==> config.mk <==
export PLATFORM = sky130hd
export DESIGN_NAME = sweep_prune_pair_emitter_unit
export DESIGN_NICKNAME = d
export VERILOG_FILES = /design/src/sv/spe_pkg.sv /design/src/sv/spe_front.sv /design/src/sv/spe_queue.sv /design/src/sv/spe_back.sv /design/src/sv/sweep_prune_pair_emitter_unit.sv
export SDC_FILE = /design/constraint.sdc
export NUM_CORES = 1
export LEC_CHECK = 0
export ABC_CLOCK_PERIOD_IN_PS = 5400
export BUFFER_PORTS_ARGS = -buffer_cell sky130_fd_sc_hd__buf_2
export CAP_MARGIN = 20
export CORE_MARGIN = 3
export CORE_UTILIZATION = 45
export DETAILED_ROUTE_END_ITERATION = 12
export PLACE_DENSITY = 0.66
export SETUP_SLACK_MARGIN = 0.05
export SYNTH_ARGS = -nofsm -noshare
export SYNTH_HDL_FRONTEND = slang
export SYNTH_SLANG_ARGS = --single-unit
==> constraint.sdc <==
create_clock -name clk_i -period 5.4 [get_ports clk_i]
set_input_delay 0.54 -clock clk_i [delete_from_list [all_inputs] [get_ports clk_i]]
set_output_delay 0.54 -clock clk_i [all_outputs]
set_load 0.005 [all_outputs]
==> src/sv/spe_pkg.sv <==
// ----------------------------------------------------------------------------
// Sweep-and-prune pair emitter package
// Shared field widths and the payload types of the input and result channels.
// ----------------------------------------------------------------------------
package spe_pkg;

  // Width of a body identifier on both channels.
  localparam int unsigned IdWidth = 6;

  // Depth of the queue between the front and the back.
  localparam int unsigned QueueDepth = 2;

  // One interval endpoint taken from the sorted stream.
  typedef struct packed {
    logic [IdWidth-1:0] body_id;
    logic               is_start;
    logic               frame_start;
  } item_t;

  // One candidate pair sent out.
  typedef struct packed {
    logic [IdWidth-1:0] earlier_body;
    logic [IdWidth-1:0] later_body;
    logic               last_of_run;
  } pair_t;

endpackage

==> src/sv/spe_front.sv <==
// ----------------------------------------------------------------------------
// Sweep-and-prune front
// Keeps the open-body bitmap and posts one job for each start endpoint that
// finds other open bodies.
// ----------------------------------------------------------------------------
module spe_front #(
  parameter int unsigned MAX_BODIES = 64
) (
  input  logic                                     clk_i,
  input  logic                                     rst_ni,
  input  logic                                     in_valid_i,
  output logic                                     in_ready_o,
  input  spe_pkg::item_t                           in_item_i,
  output logic                                     job_valid_o,
  input  logic                                     job_ready_i,
  output logic [spe_pkg::IdWidth+MAX_BODIES-1:0]   job_data_o
);
  import spe_pkg::*;

  localparam int unsigned IdxW = $clog2(MAX_BODIES);

  logic [MAX_BODIES-1:0] open_q, open_d;
  logic [MAX_BODIES-1:0] base;
  logic [MAX_BODIES-1:0] self_bit;
  logic [MAX_BODIES-1:0] others;
  logic                  accept;
  logic                  in_range;

  // An endpoint is taken only when the queue can hold a job.
  assign in_ready_o = job_ready_i;
  assign accept     = in_valid_i && job_ready_i;

  // Ids at or above the body count are ignored apart from the frame clear.
  assign in_range = ({1'b0, in_item_i.body_id} < (IdWidth+1)'(MAX_BODIES));

  // Classify the endpoint against the open set.
  always_comb begin
    base     = in_item_i.frame_start ? '0 : open_q;
    self_bit = '0;
    self_bit[in_item_i.body_id[IdxW-1:0]] = 1'b1;
    others   = base & ~self_bit;
    open_d   = open_q;
    if (accept) begin
      if (!in_range) begin
        open_d = base;
      end else if (in_item_i.is_start) begin
        open_d = base | self_bit;
      end else begin
        open_d = base & ~self_bit;
      end
    end
  end

  // A job is posted only when the run has at least one pair.
  assign job_valid_o = accept && in_range && in_item_i.is_start && (others != '0);
  assign job_data_o  = {in_item_i.body_id, others};

  // Open-body bitmap.
  always_ff @(posedge clk_i or negedge rst_ni) begin
    if (!rst_ni) begin
      open_q <= '0;
    end else begin
      open_q <= open_d;
    end
  end

endmodule

==> src/sv/spe_queue.sv <==
// ----------------------------------------------------------------------------
// Sweep-and-prune job queue
// A short first-in first-out buffer between the front and the back.
// ----------------------------------------------------------------------------
module spe_queue #(
  parameter int unsigned WIDTH = 70,
  parameter int unsigned DEPTH = 2
) (
  input  logic             clk_i,
  input  logic             rst_ni,
  input  logic             push_valid_i,
  output logic             push_ready_o,
  input  logic [WIDTH-1:0] push_data_i,
  output logic             pop_valid_o,
  input  logic             pop_ready_i,
  output logic [WIDTH-1:0] pop_data_o
);
  import spe_pkg::*;

  localparam int unsigned PtrW = (DEPTH > 1) ? $clog2(DEPTH) : 1;
  localparam int unsigned CntW = $clog2(DEPTH + 1);

  logic [WIDTH-1:0] mem_q [DEPTH];
  logic [PtrW-1:0]  wr_ptr_q, rd_ptr_q;
  logic [CntW-1:0]  count_q;
  logic             do_push, do_pop;

  assign push_ready_o = (count_q != CntW'(DEPTH));
  assign pop_valid_o  = (count_q != '0);
  assign pop_data_o   = mem_q[rd_ptr_q];
  assign do_push      = push_valid_i && push_ready_o;
  assign do_pop       = pop_valid_o && pop_ready_i;

  // Storage, written at the tail.
  always_ff @(posedge clk_i) begin
    if (do_push) begin
      mem_q[wr_ptr_q] <= push_data_i;
    end
  end

  // Pointers and fill count.
  always_ff @(posedge clk_i or negedge rst_ni) begin
    if (!rst_ni) begin
      wr_ptr_q <= '0;
      rd_ptr_q <= '0;
      count_q  <= '0;
    end else begin
      if (do_push) begin
        wr_ptr_q <= (wr_ptr_q == PtrW'(DEPTH - 1)) ? '0 : wr_ptr_q + 1'b1;
      end
      if (do_pop) begin
        rd_ptr_q <= (rd_ptr_q == PtrW'(DEPTH - 1)) ? '0 : rd_ptr_q + 1'b1;
      end
      if (do_push && !do_pop) begin
        count_q <= count_q + 1'b1;
      end else if (do_pop && !do_push) begin
        count_q <= count_q - 1'b1;
      end
    end
  end

endmodule

==> src/sv/spe_back.sv <==
// ----------------------------------------------------------------------------
// Sweep-and-prune back
// Walks one job's bitmap from the lowest id up; one pair per cycle unless stalled.
// ----------------------------------------------------------------------------
module spe_back #(
  parameter int unsigned MAX_BODIES = 64
) (
  input  logic                                     clk_i,
  input  logic                                     rst_ni,
  input  logic                                     job_valid_i,
  output logic                                     job_ready_o,
  input  logic [spe_pkg::IdWidth+MAX_BODIES-1:0]   job_data_i,
  output logic                                     out_valid_o,
  input  logic                                     out_ready_i,
  output spe_pkg::pair_t                           out_pair_o
);
  import spe_pkg::*;

  localparam int unsigned IdxW = $clog2(MAX_BODIES);

  logic [MAX_BODIES-1:0] work_map_q;
  logic [IdWidth-1:0]    work_id_q;
  logic                  work_valid_q;
  logic                  out_valid_q;
  pair_t                 out_q;

  logic [IdxW-1:0]       low_idx;
  logic [MAX_BODIES-1:0] low_bit;
  logic [MAX_BODIES-1:0] rest_map;
  logic                  last_now;
  logic                  advance;
  logic                  emit;
  logic                  load;

  // Lowest set bit of the remaining bitmap.
  always_comb begin
    low_idx = '0;
    for (int k = MAX_BODIES - 1; k >= 0; k--) begin
      if (work_map_q[k]) begin
        low_idx = IdxW'(k);
      end
    end
    low_bit          = '0;
    low_bit[low_idx] = 1'b1;
  end

  assign rest_map    = work_map_q & ~low_bit;
  assign last_now    = (rest_map == '0);
  assign advance     = !out_valid_q || out_ready_i;
  assign emit        = advance && work_valid_q;
  assign load        = job_valid_i && (!work_valid_q || (emit && last_now));
  assign job_ready_o = load;

  // Job being walked.
  always_ff @(posedge clk_i or negedge rst_ni) begin
    if (!rst_ni) begin
      work_valid_q <= 1'b0;
    end else if (load) begin
      work_valid_q <= 1'b1;
    end else if (emit && last_now) begin
      work_valid_q <= 1'b0;
    end
  end

  always_ff @(posedge clk_i) begin
    if (load) begin
      work_map_q <= job_data_i[MAX_BODIES-1:0];
      work_id_q  <= job_data_i[IdWidth+MAX_BODIES-1:MAX_BODIES];
    end else if (emit) begin
      work_map_q <= rest_map;
    end
  end

  // Output register decouples the walk from a stalled consumer.
  always_ff @(posedge clk_i or negedge rst_ni) begin
    if (!rst_ni) begin
      out_valid_q <= 1'b0;
    end else if (advance) begin
      out_valid_q <= work_valid_q;
    end
  end

  always_ff @(posedge clk_i) begin
    if (emit) begin
      out_q.earlier_body <= IdWidth'(low_idx);
      out_q.later_body   <= work_id_q;
      out_q.last_of_run  <= last_now;
    end
  end

  assign out_valid_o = out_valid_q;
  assign out_pair_o  = out_q;

endmodule

==> src/sv/sweep_prune_pair_emitter_unit.sv <==
// Path: a start endpoint's first pair passes through the job queue, the back's
// work register and its output register before it reaches the output.
// Throughput: the back sends one pair per cycle unless the output stalls, one pair
// for each other open body; endpoints that owe no pair never reach the back.
// The front takes one endpoint per cycle while the two-entry job queue has room.
// Reset (asynchronous, active low) closes all bodies and empties the queue.
// ----------------------------------------------------------------------------
// Sweep-and-prune pair emitter
// One-axis broadphase: sorted endpoints in, candidate pairs out.
// ----------------------------------------------------------------------------
module sweep_prune_pair_emitter_unit #(
  parameter int unsigned MAX_BODIES = 64
) (
  input  logic            clk_i,
  input  logic            rst_ni,
  input  logic            in_valid_i,
  output logic            in_ready_o,
  input  spe_pkg::item_t  in_item_i,
  output logic            out_valid_o,
  input  logic            out_ready_i,
  output spe_pkg::pair_t  out_pair_o
);
  import spe_pkg::*;

  localparam int unsigned JobW = IdWidth + MAX_BODIES;

  logic            push_valid, push_ready;
  logic [JobW-1:0] push_data;
  logic            pop_valid, pop_ready;
  logic [JobW-1:0] pop_data;

  // Front: open set and classification.
  spe_front #(
    .MAX_BODIES (MAX_BODIES)
  ) u_front (
    .clk_i       (clk_i),
    .rst_ni      (rst_ni),
    .in_valid_i  (in_valid_i),
    .in_ready_o  (in_ready_o),
    .in_item_i   (in_item_i),
    .job_valid_o (push_valid),
    .job_ready_i (push_ready),
    .job_data_o  (push_data)
  );

  // Job queue between the two halves.
  spe_queue #(
    .WIDTH (JobW),
    .DEPTH (QueueDepth)
  ) u_queue (
    .clk_i        (clk_i),
    .rst_ni       (rst_ni),
    .push_valid_i (push_valid),
    .push_ready_o (push_ready),
    .push_data_i  (push_data),
    .pop_valid_o  (pop_valid),
    .pop_ready_i  (pop_ready),
    .pop_data_o   (pop_data)
  );

  // Back: pair walk and output register.
  spe_back #(
    .MAX_BODIES (MAX_BODIES)
  ) u_back (
    .clk_i       (clk_i),
    .rst_ni      (rst_ni),
    .job_valid_i (pop_valid),
    .job_ready_o (pop_ready),
    .job_data_i  (pop_data),
    .out_valid_o (out_valid_o),
    .out_ready_i (out_ready_i),
    .out_pair_o  (out_pair_o)
  );

endmodule
==> load_flow_metrics.sql <==
INSERT INTO impl_metrics (metric_group, metric, value, unit) VALUES
('outcome', 'result_of_the_run', 'completed', ''),
('sta', 'slew-limit-headroom', '34.9', '%'),
('yosys', 'post_synth_num_cell_types', '75', ''),
('yosys', 'synthTopCellsByArea', 'edfxtp_1, dfrtp_1, o21ai_0', ''),
('sta', 'drv_slew', '0', ''),
('cts', 'clockBufferDepth', '3', ''),
('floorplanning', 'starting_density_of_the_core', '46.1', '%'),
('yosys', 'synth_edf_count', '223', ''),
('yosys', 'synth_top_area_cell', 'edfxtp_1', ''),
('global_route', 'grt_pass1_wl', '75.3', 'mm'),
('yosys', 'yosys_register_bits', '293', ''),
('cts', 'insertion_delay', '0.53', 'ns'),
('sta', 'skew', '0.0228', 'ns'),
('detailed_routing', 'drc_errors', '0', ''),
('yosys', 'synth_warnings', '0', ''),
('min_path', 'worstHoldPathType', 'input pin to async pin', ''),
('cts', 'htree_levels', '2', ''),
('final_layout', 'nNetsFinal', '1722', ''),
('floorplanning', 'io-pin-count', '27', ''),
('global_route', 'global_route.usage.total', '25.0', '%'),
('floorplanning', 'design.die.area', '38000', 'sq um'),
('pwr', 'power.density_cell_area', '339', 'nW/um^2'),
('sta', 'setup_viol', '0', ''),
('global_route', 'grt_pass1_vias', '12833', ''),
('yosys', 'synth_fp_nets', '1667', ''),
('critical_path', 'critical_path_rt', '5.64', 'ns'),
('final_layout', 'fillCellCount', '3196', ''),
('floorplanning', 'core_region_area', '34900', 'sq um'),
('yosys', 'synth_flop_cell', 'edfxtp_1', ''),
('cts', 'cts_tree', 'done', ''),
('yosys', 'netlist_instances', '1654', ''),
('pwr', 'vdd_drop_max', '0.000206', 'V'),
('critical_path', 'setup.worst_path.class', 'flop to flop', ''),
('sta', 'final_cycle_share', '95.4', '%'),
('sta', 'timing_worst_slew_pin_value', '0.964', 'ns'),
('sta', 'grt_setup_unrepaired', 'no', ''),
('cts', 'cts_made_buffers', '34', ''),
('run', 'maxCapViolations', '0', ''),
('floorplanning', 'dieWidth', '195', 'microns'),
('yosys', 'syn_area', '16100', 'sq um'),
('floorplanning', 'die_height', '195', 'microns'),
('detailed_routing', 'drtIter0Drc', '1407', ''),
('critical_path', 'critPathCaptureType', 'flop', ''),
('final_layout', 'top_library_cells_by_usage_in_the_layout_fill_and_taps_aside', 'o21ai_0, edfxtp_1, nand2_1, buf_4, nor2_1', ''),
('detailed_routing', 'antenna_violating_nets_post_route', '0', ''),
('floorplanning', 'number_of_core_rows', '68', ''),
('detailed_routing', 'detailroute.via_count', '13275', ''),
('critical_path', 'crit_fanout', '54', ''),
('sta', 'peak_clock_frequency_supported_by_timing', '194', 'MHz'),
('final_layout', 'areaGrowthSynthToFinish', '14.1', '%'),
('detailed_routing', 'drt_wl_total', '48.3', 'mm'),
('place', 'io_buffer_count', '26', ''),
('global_route', 'grt_overflow', '0', ''),
('detailed_routing', 'via_per_inst', '6.07', ''),
('yosys', 'synth-async-reset-ratio', '23.9', '%'),
('global_route', 'grt_max_degree', '82', ''),
('yosys', 'netlist.area_leader.share', '41.7', '%'),
('final_layout', 'share_of_post_route_cells_with_drive_strength_above_1', '14.4', '%'),
('place', 'dp_hpwl', '34.0', 'mm'),
('final_layout', 'layout_commonest_cell', 'o21ai_0', ''),
('sta', 'period_minus_slack', '5.15', 'ns'),
('sta', 'setup_tns', '0', 'ns'),
('final_layout', 'finalCoreUtilization', '52.6', '%'),
('place', 'gpl.final_weighted_congestion', '1.04', ''),
('cts', 'clock-root-buffer', 'clkbuf_16', ''),
('sta', 'hold_viol_final', '0', ''),
('detailed_routing', 'routedWlPerCell', '22.1', 'microns'),
('critical_path', 'worstPathArrival', '5.39', 'ns'),
('cts', 'tritoncts_num_sinks', '293', ''),
('final_layout', 'antenna_cells', '0', ''),
('pwr', 'static-leakage-power', '6.70', 'nW'),
('cts', 'clk_transition_reported_paths', '0.06', 'ns'),
('detailed_routing', 'detail_route.first_pass.iterations', '7', ''),
('global_route', 'initial_antenna_violation_count', '0', ''),
('critical_path', 'setup.worst_path.start_class', 'flop', ''),
('yosys', 'post_synth.cell_area_avg', '9.72', 'sq um'),
('yosys', 'post_synthesis_sequential_area_ratio', '52.6', '%');
layout make-up:
cell class / instances / area [sq um] / share of cell area (%)
Clock buffer: 46 / 941 / 5.13
Clock inverter: 14 / 116 / 0.634
Inverter: 23 / 86.3 / 0.471
Multi-Input combinational cell: 1223 / 7210 / 39.3
Sequential cell: 293 / 8450 / 46.1
Tap cell: 455 / 569 / 3.10
Timing Repair Buffer: 134 / 968 / 5.28
final timing paths:
check,startpoint,endpoint,slack (ns),cells after the start
min in group clk_i,in_item_i[3],u_queue.mem_q[0][65],0.35,1
hold reg to reg,u_back.work_id_q[1],u_back.out_pair_o[2],0.42,0
setup / recovery,u_back.work_map_q[50],u_back.work_id_q[4],0.25,14
setup reg to reg,u_back.work_map_q[50],u_back.work_id_q[4],0.25,14
hold / removal,rst_ni,u_front.open_q[46],0.15,1
max in group asynchronous,rst_ni,u_back.work_valid_q,4.51,1
registers in the layout, indices dropped and copies added (netlist names):
register	count
u_back.out_pair_o	13
u_back.work_id_q	6
u_queue.count_q	2
u_back.work_map_q	64
u_queue.rd_ptr_q	1
u_queue.wr_ptr_q	1
u_front.open_q	64
u_back.work_valid_q	1
u_queue.mem_q	140
u_back.out_valid_o	1
cell families after synthesis:
logic type | Yosys count | synth area share (%)
adders and majority gates | 1 | 0.0778
AOI/OAI and AO/OA | 450 | 16.2
DFF | 293 | 52.6
buffers and inverters | 138 | 3.36
xor gates and xnor gates | 4 | 0.218
muxes | 79 | 5.05
and+or+nand+nor | 689 | 22.5
per-stage QoR:
stage	hold WS [ns]	worst slack, ns	total power, mW	std cells	instance area (sq um)
5_1_grt	0.205	0.0608	6.49	2188	18300
3_3_place_gp	0.402	-0.121	4.03	2125	17200
6_report	0.145	0.248	6.23	2188	18300
2_1_floorplan	0.244	0.778	3.56	1654	16100
3_5_place_dp	0.406	-0.0322	4.05	2125	17200
4_1_cts	0.190	0.0851	6.23	2185	18300
metal layers:
metal / vias to the layer above / routed length (microns) / GRT usage, %
li1: 6200 / - / -
met1: 6409 / 21700 / 36.4
met2: 548 / 21500 / 38.0
met3: 118 / 3270 / 3.97
met4: 0 / 1920 / 9.08
met5: - / 0 / 0
synth_stat cells (4+ instances only):
library cell,number
a211oi_1,5
a21o_1,6
a21oi_1,79
a311oi_1,12
a31oi_1,10
and2_1,70
and3_1,46
and3b_1,13
and4_1,5
buf_1,8
buf_2,6
clkbuf_1,99
dfrtp_1,70
edfxtp_1,223
inv_1,22
mux2_2,17
mux2i_1,62
nand2_1,194
nand2b_1,58
nand3_1,24
nand4_1,8
nor2_1,101
nor2b_1,13
nor3_1,62
nor3b_1,8
nor4_1,30
o211ai_1,10
o21a_1,18
o21ai_0,256
o21ai_1,4
o31ai_1,6
o41ai_1,6
or2_2,13
or3_1,9
or4_1,16
where the power goes:
part	total (mW)	internal [mW]	leakage [nW]	switching (mW)
Clock	2.18	1.24	0.500	0.939
Combinational	1.22	0.417	3.09	0.808
Sequential	2.82	2.65	3.12	0.175
Total	6.23	4.30	6.70	1.92
repair_timing:
action,in CTS,in global routing
resized for setup,1,9
setup buffers,0,3
pin swaps,0,2
hold buffers,0,0
cloned,0,0
endpoints found under the setup margin,15,46
critical path: stages, from the launching register on:
cell and delay (ns):
edfxtp_1 0.53, or4_1 0.61, or4b_4 0.61, o31ai_2 0.31, nand3_1 0.37, a211oi_1 0.38
o211ai_1 0.16, a221o_1 0.28, nor4bb_1 0.30, and4_1 0.29, nand4_4 0.12, buf_4 0.33
o21a_1 0.26, nor2_1 0.14, buf_4 0.18
Note: power is estimated with default switching activity, not from simulation.
